===== config.mk =====
export PLATFORM = sky130hd
export DESIGN_NAME = gcd_lcm_unit
export DESIGN_NICKNAME = d
export VERILOG_FILES = /design/src/design/glu_pkg.sv /design/src/design/glu_div.sv /design/src/design/glu_mul.sv /design/src/design/gcd_lcm_unit.sv
export VERILOG_INCLUDE_DIRS = /design/src /design/src/design
export SDC_FILE = /design/constraint.sdc
export NUM_CORES = 1
export LEC_CHECK = 0
export ABC_AREA = 1
export BUFFER_PORTS_ARGS = -buffer_cell sky130_fd_sc_hd__buf_2
export CAP_MARGIN = 25
export CORE_MARGIN = 2
export CORE_UTILIZATION = 37
export DETAILED_ROUTE_END_ITERATION = 10
export SYNTH_ARGS = -nofsm -noshare
export SYNTH_HDL_FRONTEND = slang
export SYNTH_HIERARCHICAL = 1
export SYNTH_SLANG_ARGS = --single-unit

===== constraint.sdc =====
create_clock -name clk_i -period 6.1 [get_ports clk_i]
set_input_delay 0.305 -clock clk_i [delete_from_list [all_inputs] [get_ports clk_i]]
set_output_delay 0.305 -clock clk_i [all_outputs]
set_load 0.02 [all_outputs]

===== src/design/gcd_lcm_unit_defines.svh =====
// assertion macros shared by the gcd/lcm unit
`ifndef GCD_LCM_UNIT_DEFINES_SVH
`define GCD_LCM_UNIT_DEFINES_SVH

// same-cycle implication, sampled on clk_i, off while rst_ni is low
`define GLU_ASSERT_IMPL(lbl, ante, cons, msg) \
  lbl: assert property (@(posedge clk_i) disable iff (!rst_ni) (ante) |-> (cons)) \
    else $error(msg);

// next-cycle implication, sampled on clk_i, off while rst_ni is low
`define GLU_ASSERT_NEXT(lbl, ante, cons, msg) \
  lbl: assert property (@(posedge clk_i) disable iff (!rst_ni) (ante) |=> (cons)) \
    else $error(msg);

`endif


===== src/design/glu_pkg.sv =====
`default_nettype none

package glu_pkg;

  // operand width used by the arithmetic, 8 to 32
  localparam int Width = 32;
  // fixed port widths
  localparam int OpW   = 32;
  localparam int LcmW  = 64;
  // step counter for one division or multiplication
  localparam int CntW  = $clog2(Width + 1);

  // sequencer states
  typedef enum logic [2:0] {
    StIdle,
    StEuclid,
    StQuot,
    StMul,
    StDone
  } state_e;

  // divider request and response
  typedef struct packed {
    logic             start;
    logic [Width-1:0] dividend;
    logic [Width-1:0] divisor;
  } div_cmd_t;

  typedef struct packed {
    logic             done;
    logic [Width-1:0] quotient;
    logic [Width-1:0] remainder;
  } div_rsp_t;

  // multiplier request and response
  typedef struct packed {
    logic             start;
    logic [Width-1:0] mcand;
    logic [Width-1:0] mplier;
  } mul_cmd_t;

  typedef struct packed {
    logic               done;
    logic [2*Width-1:0] product;
  } mul_rsp_t;

endpackage

`default_nettype wire


===== src/design/glu_div.sv =====
`default_nettype none

`include "gcd_lcm_unit_defines.svh"

module glu_div (
  input  wire logic              clk_i,
  input  wire logic              rst_ni,
  input  wire glu_pkg::div_cmd_t div_cmd_i,
  output glu_pkg::div_rsp_t      div_rsp_o
);

  logic                      busy_q, busy_d;
  logic                      done_q, done_d;
  logic [glu_pkg::CntW-1:0]  cnt_q, cnt_d;
  logic [glu_pkg::Width-1:0] rem_q, rem_d;
  logic [glu_pkg::Width-1:0] quo_q, quo_d;
  logic [glu_pkg::Width-1:0] dsr_q, dsr_d;
  logic [glu_pkg::Width:0]   shifted;
  logic [glu_pkg::Width:0]   trial;

  // one restoring subtract per cycle
  assign shifted = {rem_q, quo_q[glu_pkg::Width-1]};
  assign trial   = shifted - {1'b0, dsr_q};

  always_comb begin
    busy_d = busy_q;
    done_d = 1'b0;
    cnt_d  = cnt_q;
    rem_d  = rem_q;
    quo_d  = quo_q;
    dsr_d  = dsr_q;
    if (div_cmd_i.start) begin
      busy_d = 1'b1;
      cnt_d  = glu_pkg::CntW'(glu_pkg::Width);
      rem_d  = '0;
      quo_d  = div_cmd_i.dividend;
      dsr_d  = div_cmd_i.divisor;
    end else if (busy_q) begin
      if (!trial[glu_pkg::Width]) begin
        rem_d = trial[glu_pkg::Width-1:0];
      end else begin
        rem_d = shifted[glu_pkg::Width-1:0];
      end
      quo_d = {quo_q[glu_pkg::Width-2:0], ~trial[glu_pkg::Width]};
      cnt_d = cnt_q - glu_pkg::CntW'(1);
      if (cnt_q == glu_pkg::CntW'(1)) begin
        busy_d = 1'b0;
        done_d = 1'b1;
      end
    end
  end

  // control state
  always_ff @(posedge clk_i or negedge rst_ni) begin
    if (!rst_ni) begin
      busy_q <= 1'b0;
      done_q <= 1'b0;
      cnt_q  <= '0;
    end else begin
      busy_q <= busy_d;
      done_q <= done_d;
      cnt_q  <= cnt_d;
    end
  end

  // datapath
  always_ff @(posedge clk_i) begin
    rem_q <= rem_d;
    quo_q <= quo_d;
    dsr_q <= dsr_d;
  end

  assign div_rsp_o.done      = done_q;
  assign div_rsp_o.quotient  = quo_q;
  assign div_rsp_o.remainder = rem_q;

  `GLU_ASSERT_IMPL(a_div_start_idle, div_cmd_i.start, !busy_q, "divider started while busy")
  `GLU_ASSERT_NEXT(a_div_done_pulse, done_q, !done_q, "divider done held over two cycles")
  `GLU_ASSERT_IMPL(a_div_rem_small, done_q, rem_q < dsr_q, "remainder not below divisor")

endmodule

`default_nettype wire


===== src/design/glu_mul.sv =====
`default_nettype none

`include "gcd_lcm_unit_defines.svh"

module glu_mul (
  input  wire logic              clk_i,
  input  wire logic              rst_ni,
  input  wire glu_pkg::mul_cmd_t mul_cmd_i,
  output glu_pkg::mul_rsp_t      mul_rsp_o
);

  logic                      busy_q, busy_d;
  logic                      done_q, done_d;
  logic [glu_pkg::CntW-1:0]  cnt_q, cnt_d;
  logic [glu_pkg::Width-1:0] hi_q, hi_d;
  logic [glu_pkg::Width-1:0] lo_q, lo_d;
  logic [glu_pkg::Width-1:0] mcand_q, mcand_d;
  logic [glu_pkg::Width:0]   sum;

  // add the multiplicand when the low bit of the multiplier is set
  assign sum = {1'b0, hi_q} + (lo_q[0] ? {1'b0, mcand_q} : '0);

  always_comb begin
    busy_d  = busy_q;
    done_d  = 1'b0;
    cnt_d   = cnt_q;
    hi_d    = hi_q;
    lo_d    = lo_q;
    mcand_d = mcand_q;
    if (mul_cmd_i.start) begin
      busy_d  = 1'b1;
      cnt_d   = glu_pkg::CntW'(glu_pkg::Width);
      hi_d    = '0;
      lo_d    = mul_cmd_i.mplier;
      mcand_d = mul_cmd_i.mcand;
    end else if (busy_q) begin
      hi_d  = sum[glu_pkg::Width:1];
      lo_d  = {sum[0], lo_q[glu_pkg::Width-1:1]};
      cnt_d = cnt_q - glu_pkg::CntW'(1);
      if (cnt_q == glu_pkg::CntW'(1)) begin
        busy_d = 1'b0;
        done_d = 1'b1;
      end
    end
  end

  // control state
  always_ff @(posedge clk_i or negedge rst_ni) begin
    if (!rst_ni) begin
      busy_q <= 1'b0;
      done_q <= 1'b0;
      cnt_q  <= '0;
    end else begin
      busy_q <= busy_d;
      done_q <= done_d;
      cnt_q  <= cnt_d;
    end
  end

  // datapath
  always_ff @(posedge clk_i) begin
    hi_q    <= hi_d;
    lo_q    <= lo_d;
    mcand_q <= mcand_d;
  end

  assign mul_rsp_o.done    = done_q;
  assign mul_rsp_o.product = {hi_q, lo_q};

  `GLU_ASSERT_IMPL(a_mul_start_idle, mul_cmd_i.start, !busy_q, "multiplier started while busy")
  `GLU_ASSERT_NEXT(a_mul_done_pulse, done_q, !done_q, "multiplier done held over two cycles")
  `GLU_ASSERT_IMPL(a_mul_done_idle, done_q, !busy_q && cnt_q == '0, "multiplier done mid-run")

endmodule

`default_nettype wire


===== src/design/gcd_lcm_unit.sv =====
// channel | signals                              | direction
// input   | in_valid_i, in_stall_o, a/b_operand  | request in
// output  | out_valid_o, out_stall_i, gcd/lcm/z  | result out
//
// One request at a time; in_stall_o is high from acceptance until the result is taken.
// Steps: accept, k Euclid divisions, the quotient division a / gcd and the multiply by b,
// then the result stage; a zero operand goes from acceptance straight to the result stage.
// The shared restoring divider produces one quotient bit a cycle.
// Reset is asynchronous, active low, and clears the sequencer and unit control only.
// out_stall_i holds the result stage; nothing is dropped or repeated.

`default_nettype none

`include "gcd_lcm_unit_defines.svh"

module gcd_lcm_unit (
  input  wire logic                     clk_i,
  input  wire logic                     rst_ni,
  input  wire logic                     in_valid_i,
  output logic                          in_stall_o,
  input  wire logic [glu_pkg::OpW-1:0]  a_operand_i,
  input  wire logic [glu_pkg::OpW-1:0]  b_operand_i,
  output logic                          out_valid_o,
  input  wire logic                     out_stall_i,
  output logic [glu_pkg::OpW-1:0]       gcd_value_o,
  output logic [glu_pkg::LcmW-1:0]      lcm_value_o,
  output logic                          both_zero_o
);

  glu_pkg::state_e             state_q, state_d;
  glu_pkg::div_cmd_t           div_cmd;
  glu_pkg::div_rsp_t           div_rsp;
  glu_pkg::mul_cmd_t           mul_cmd;
  glu_pkg::mul_rsp_t           mul_rsp;
  logic [glu_pkg::Width-1:0]   a_in, b_in;
  logic                        any_zero;
  logic [glu_pkg::Width-1:0]   a_q, a_d;
  logic [glu_pkg::Width-1:0]   b_q, b_d;
  logic [glu_pkg::Width-1:0]   y_q, y_d;
  logic [glu_pkg::Width-1:0]   gcd_q, gcd_d;
  logic [2*glu_pkg::Width-1:0] lcm_q, lcm_d;
  logic                        zero_q, zero_d;

  // operands masked to the working width
  assign a_in     = a_operand_i[glu_pkg::Width-1:0];
  assign b_in     = b_operand_i[glu_pkg::Width-1:0];
  assign any_zero = (a_in == '0) || (b_in == '0);

  // divider, shared by the Euclid and quotient divisions, and multiplier
  glu_div u_div (
    .clk_i     (clk_i),
    .rst_ni    (rst_ni),
    .div_cmd_i (div_cmd),
    .div_rsp_o (div_rsp)
  );

  glu_mul u_mul (
    .clk_i     (clk_i),
    .rst_ni    (rst_ni),
    .mul_cmd_i (mul_cmd),
    .mul_rsp_o (mul_rsp)
  );

  // next state
  always_comb begin
    state_d = state_q;
    unique case (state_q)
      glu_pkg::StIdle: begin
        if (in_valid_i) begin
          state_d = any_zero ? glu_pkg::StDone : glu_pkg::StEuclid;
        end
      end
      glu_pkg::StEuclid: begin
        if (div_rsp.done && div_rsp.remainder == '0) begin
          state_d = glu_pkg::StQuot;
        end
      end
      glu_pkg::StQuot: begin
        if (div_rsp.done) begin
          state_d = glu_pkg::StMul;
        end
      end
      glu_pkg::StMul: begin
        if (mul_rsp.done) begin
          state_d = glu_pkg::StDone;
        end
      end
      glu_pkg::StDone: begin
        if (!out_stall_i) begin
          state_d = glu_pkg::StIdle;
        end
      end
      default: state_d = glu_pkg::StIdle;
    endcase
  end

  // unit requests and datapath updates
  always_comb begin
    div_cmd = '0;
    mul_cmd = '0;
    a_d     = a_q;
    b_d     = b_q;
    y_d     = y_q;
    gcd_d   = gcd_q;
    lcm_d   = lcm_q;
    zero_d  = zero_q;
    unique case (state_q)
      glu_pkg::StIdle: begin
        if (in_valid_i) begin
          a_d    = a_in;
          b_d    = b_in;
          zero_d = (a_in == '0) && (b_in == '0);
          if (any_zero) begin
            gcd_d = a_in | b_in;
            lcm_d = '0;
          end else begin
            div_cmd.start    = 1'b1;
            div_cmd.dividend = a_in;
            div_cmd.divisor  = b_in;
            y_d              = b_in;
          end
        end
      end
      glu_pkg::StEuclid: begin
        if (div_rsp.done) begin
          div_cmd.start = 1'b1;
          if (div_rsp.remainder == '0) begin
            // last divisor is the gcd; next form a / gcd
            gcd_d            = y_q;
            div_cmd.dividend = a_q;
            div_cmd.divisor  = y_q;
          end else begin
            div_cmd.dividend = y_q;
            div_cmd.divisor  = div_rsp.remainder;
            y_d              = div_rsp.remainder;
          end
        end
      end
      glu_pkg::StQuot: begin
        if (div_rsp.done) begin
          mul_cmd.start  = 1'b1;
          mul_cmd.mcand  = div_rsp.quotient;
          mul_cmd.mplier = b_q;
        end
      end
      glu_pkg::StMul: begin
        if (mul_rsp.done) begin
          lcm_d = mul_rsp.product;
        end
      end
      glu_pkg::StDone: begin
      end
      default: begin
      end
    endcase
  end

  // sequencer state
  always_ff @(posedge clk_i or negedge rst_ni) begin
    if (!rst_ni) begin
      state_q <= glu_pkg::StIdle;
    end else begin
      state_q <= state_d;
    end
  end

  // operand and result registers
  always_ff @(posedge clk_i) begin
    a_q    <= a_d;
    b_q    <= b_d;
    y_q    <= y_d;
    gcd_q  <= gcd_d;
    lcm_q  <= lcm_d;
    zero_q <= zero_d;
  end

  // handshake and result ports
  assign in_stall_o  = (state_q != glu_pkg::StIdle);
  assign out_valid_o = (state_q == glu_pkg::StDone);
  assign gcd_value_o = glu_pkg::OpW'(gcd_q);
  assign lcm_value_o = glu_pkg::LcmW'(lcm_q);
  assign both_zero_o = zero_q;

  `GLU_ASSERT_IMPL(a_busy_while_out, out_valid_o, in_stall_o, "request taken with result pending")
  `GLU_ASSERT_IMPL(a_zero_result, out_valid_o && both_zero_o,
                   gcd_value_o == '0 && lcm_value_o == '0, "both-zero result not cleared")
  `GLU_ASSERT_IMPL(a_gcd_nonzero, out_valid_o && !both_zero_o, gcd_value_o != '0,
                   "zero gcd without both-zero flag")

endmodule

`default_nettype wire


Word level (Yosys, flattened, before mapping)
Cells that the tools add are included.
{ "totals": {"register_bits": 404, "out_inout_bits": 99, "wordCells": 109} }
{ "op_classes": {"add_sub_neg": 4, "n_eq_ne": 16, "mux": 50, "bitwise_logic": 2, "n_reduce_logical": 18} }
{ "op_table": {"columns": ["cell", "count"], "rows": [
  ["32-bit two-way mux", 14],
  ["65-bit two-way mux", 5],
  ["64-bit two-way mux", 4],
  ["65-bit case mux with 2 select lines", 1],
  ["32-bit case mux with 2 select lines", 2],
  ["64-bit case mux with 2 select lines", 1],
  ["32-bit zero test", 3],
  ["32-bit by 33-bit adder with 33-bit output", 1],
  ["33-bit by 32-bit subtractor with 33-bit output", 1],
  ["32-bit OR", 1],
  ["6-bit two-way mux", 4],
  ["3-bit two-way mux", 6],
  ["3-bit case mux with 5 select lines", 1],
  ["5-bit AND reduction", 3],
  ["2-bit inequality test (second input constant)", 7],
  ["6-bit by 1-bit == test with 1-bit output (second input constant)", 2],
  ["1-bit two-way mux", 12],
  ["6-bit by 1-bit subtractor with 6-bit output (second input constant)", 2],
  ["2-bit nonzero test", 4],
  ["3-bit by 2-bit == test with 1-bit output (second input constant)", 2],
  ["2-bit by 1-bit inequality test with 1-bit output (second input constant)", 3],
  ["2-bit AND reduction", 2],
  ["4-bit AND reduction", 1],
  ["3-bit by 1-bit == test with 1-bit output (second input constant)", 1],
  ["6 further kinds", 7]
]} }

Depth between registers and ports, before layout
{ "depth": {"depth_word": 6, "mapped_depth": 18, "ltp_nobuf": 17} }

Hierarchy
Netlist, hierarchy kept.
{ "by_module_without_submodules": {"columns": ["module", "instances", "cells_per_inst", "area_per_inst_um2", "seq_area_each_um2"], "rows": [
  ["gcd_lcm_unit", 1, 1204, 10073.4, 5870.6],
  ["glu_div", 1, 1036, 6892.9, 2762.6],
  ["glu_mul", 1, 889, 6326.1, 2762.6]
]} }

Worst setup path after synthesis
OpenSTA, ideal clock, no wires.
{ "synth_timing": {"path_type": "register to register", "from": "register state_q[1]", "to": "register u_div/quo_q[0] in the netlist's numbering, enable pin", "setup_time_ns": 0.388, "arrival_time_ns": 4.471, "t_required_ns": 5.712, "path_slack_ns": 1.242, "stages_incl_launch_ff": 7, "period_less_slack_ns": 4.858, "path_cell_list": "dfrtp_1 -> nor3_2 -> nand2_4 -> o21ai_0 -> clkbuf_1 -> nor2_1 -> inv_1"} }
{ "synth_rtl": {"columns": ["element", "line_no", "rtl"], "rows": [
  ["from (decl)", "gcd_lcm_unit.sv:30", "glu_pkg::state_e state_q, state_d;"],
  ["from (signal assigned)", "gcd_lcm_unit.sv:161", "state_q <= glu_pkg::StIdle;"],
  ["from (signal assigned)", "gcd_lcm_unit.sv:163", "state_q <= state_d;"],
  ["to (signal assigned)", "glu_div.sv:69", "quo_q <= quo_d;"],
  ["to (decl)", "glu_div.sv:16", "logic [glu_pkg::Width-1:0] quo_q, quo_d;"]
]} }

==> metrics.txt <==
outcome=finished clean; TritonCTS Buffers=46; CTS tree=done; Die X=255 microns; worst clock skew=30.2 ps; crit end category=flip-flop; unrepaired setup endpoints after global routing=no; R2R Setup Slk=2700 ps; max FFs per register=64; Synth Net Count=3,267; Post-Synthesis Cells=3,129; Fillers=6,372; grt ovf=0; Worst-path clk slew=60 ps; fin cells=4,196; Worst EP required=6570 ps; Final Wtd Congestion=0.946; largest net degree at the start of global routing=74; pwr dens=490 nW/um^2; Final period util=55.8%; DR vias/cell=4.73; Slew @ Worst Pin=1030 ps; r2r startpoint=state_q[1]$_DFFE_PN0P_; register area=11,400 sq um; initial drt markers=1,727; Unique masters post-synth=43; clk_lat worst skew=610 ps; first-pass GRT wire length=106 mm; CTS sink count=404; post-synthesis sequential area ratio=48.9%; Setup WS pre-CTS=2450 ps; FF-to-FF path depth=10; crit path time final=3400 ps; multi-input logic area=9360 sq um; worst hold endpoint=b_q[31]$_DFFE_PP_; critical path class=reg -> reg; Port Buf Inserts=166; total core area=61,900 sq um; Hold Crit Depth=1; FF-to-FF End=u_div/rem_q[29]$_SDFFE_PP0P_; Tot GR Track Use=21.2%; Initial Util=37.6%; row count=91; VDD IR max=0.317 mV; Hold Startpoint=b_operand_i[31]; Fin. Hold Viols=0; placed cell count=4,055; DRT Wirelength=67.9 mm; P&R area growth vs syn=15.9%; Max FO, Critical Path=68; post-CTS setup buffers=0; critical path, cell by cell=inv_1 -> nand3_4 -> nor2_4 -> buf_4 -> inv_1 -> o21ai_4 -> buf_4 -> nor2_4 -> nand3_1 -> nand2_1; placed wire-length estimate=49.8 mm; H-tree levels=2; Mapped Area=23,300 sq um; Final setup viols=0; die height=255 microns; HP Class=in -> reg; Final Core Density=43.6%; Critical Path Stages=10; final worst slack=2700 ps; via count=19.8k; WP buf/inv=4; Die Footprint=65,000 sq um; initial antenna violation count=3; CP max-delay cell=buf_4; CTS Root Cell=clkbuf_16; vias in the first global route=18.7k; CP top delay family=buffers and inverters; FMAX=294 MHz; Routed Antenna Nets=0; crit-path max cell delay=730 ps; io pins=167; DR pass1 iterations=5; Wirelength per Cell=16.2 microns; deepest clock path buffer count=3; worst path arrival time=3880 ps; Max Cap Viol=0; Setup crit start kind=flip-flop; Final Max Tran Viols=0; total chip power=13.2 mW; total number of yosys warnings=6; share of layout cells above drive strength 1=9.39%; Synth Register Bits=404; Final nets=3,456; Max transition margin=31.5%; Residual DRC=0; P_leak=13.3 nW; setup_tns=0 ps; Avg Cell Area, Syn=7.44 sq um
[through the flow]
| step | area, sq um | hold slack (ps) |
|---|---|---|
| floorplan | 23300 | 9.41 |
| global placement | 24900 | 288 |
| detailed placement | 24900 | 302 |
| CTS | 27000 | 2.70 |
| global route | 27000 | 6.32 |
| finish | 27000 | 34.2 |
[final cells by class]
class / count / share of cell area, %
diodes: 3 / 0.0278
clock buffers: 62 / 4.68
clock inverters: 24 / 1.00
inverters: 558 / 7.76
multi-input cells: 2070 / 34.7
flip-flops and latches: 404 / 42.2
well taps: 837 / 3.88
repair buffers: 238 / 5.79
[cell usage in the layout, fill, tap and decap left out, types with 7 or more instances in the layout]
cell type / count
clkinv_2: 8
buf_4: 17
inv_2: 8
dfrtp_1: 18
nor2_4: 7
and2_1: 8
nand2_2: 21
clkbuf_1: 12
nor3_1: 18
dfxtp_1: 64
a21oi_1: 51
xnor2_1: 22
ha_1: 68
inv_1: 547
clkinv_1: 8
edfxtp_1: 321
buf_2: 166
clkbuf_16: 47
nand3_1: 172
nor2_2: 7
nand4_1: 14
dlygate4sd3_1: 51
o21ai_0: 125
nor2_1: 267
nand2_1: 1242
[report_power, final]
group	switching, mW	leakage (nW)	internal [mW]	total [mW]
registers	0.492	3.83	4.08	4.58
clock network	1.18	0.745	1.64	2.81
logic	4.08	8.70	1.76	5.83
[worst register-to-register path, stage by stage, from the launching register on]
cell,delay (ps)
dfrtp_1,440
inv_1,140
nand3_4,460
nor2_4,270
buf_4,380
inv_1,140
o21ai_4,100
buf_4,730
nor2_4,380
nand3_1,190
nand2_1,60
[cells by family after synthesis]
kind of cell	Yosys count	share of synthesized area (%)
buf+inv	655	11.2
xor+xnor	25	0.940
compound gates	193	4.25
fa+ha+maj	70	3.82
flops	404	48.9
simple gates	1782	30.9
[worst max path at each step]
stage / to / slack [ps] / from
6_report: u_div/rem_q[29]$_SDFFE_PP0P_ / 2700 / state_q[1]$_DFFE_PN0P_
5_1_grt: u_div/rem_q[29]$_SDFFE_PP0P_ / 2310 / state_q[2]$_DFFE_PN0P_
4_1_cts: u_div/rem_q[23]$_SDFFE_PP0P_ / 2410 / u_div/done_q$_DFF_PN0_
3_5_place_dp: u_div/rem_q[7]$_SDFFE_PP0P_ / 2450 / u_div/done_q$_DFF_PN0_
3_3_place_gp: u_div/rem_q[15]$_SDFFE_PP0P_ / 2500 / u_div/done_q$_DFF_PN0_
2_1_floorplan: u_div/quo_q[0]$_DFFE_PP_ / 1240 / state_q[1]$_DFFE_PN0P_
[timing repair]
item / CTS / global route
resized for setup: 0 / 0
hold endpoints to repair: 68 / 1
hold buffers: 50 / 1
[per-layer routing]
layer	global-route usage, %	routed length (microns)	part of all wire (%)
met2	33.5	30300	45
met4	6.22	1670	2.5
met5	0.602	0	0
met3	4.23	5050	7.4
met1	29.2	30900	45
[cell usage after synthesis, drive strengths merged]
library cell	number	area, sq um
o21ai	132	661
and2	9	56.3
o22ai	2	12.5
edfxtp	321	9640
a21o	2	15.0
nand3b	6	45.0
a21oi	51	255
nand2	1266	4830
clkinv	3	11.3
dfrtp	19	475
a211oi	1	7.51
buf	54	352
xnor2	22	193
nor3	20	110
ha	68	851
or2	1	6.26
fa	2	40.0
xor2	3	26.3
nor4	3	18.8
a22o	1	8.76
nand3	179	926
and3	1	6.26
o21bai	4	30.0
dfxtp	64	1280
nand4	14	87.6
nor2	282	1100
clkbuf	43	161
or3b	1	8.76
inv	555	2080
No activity file was read; power rests on OpenSTA's default activity.
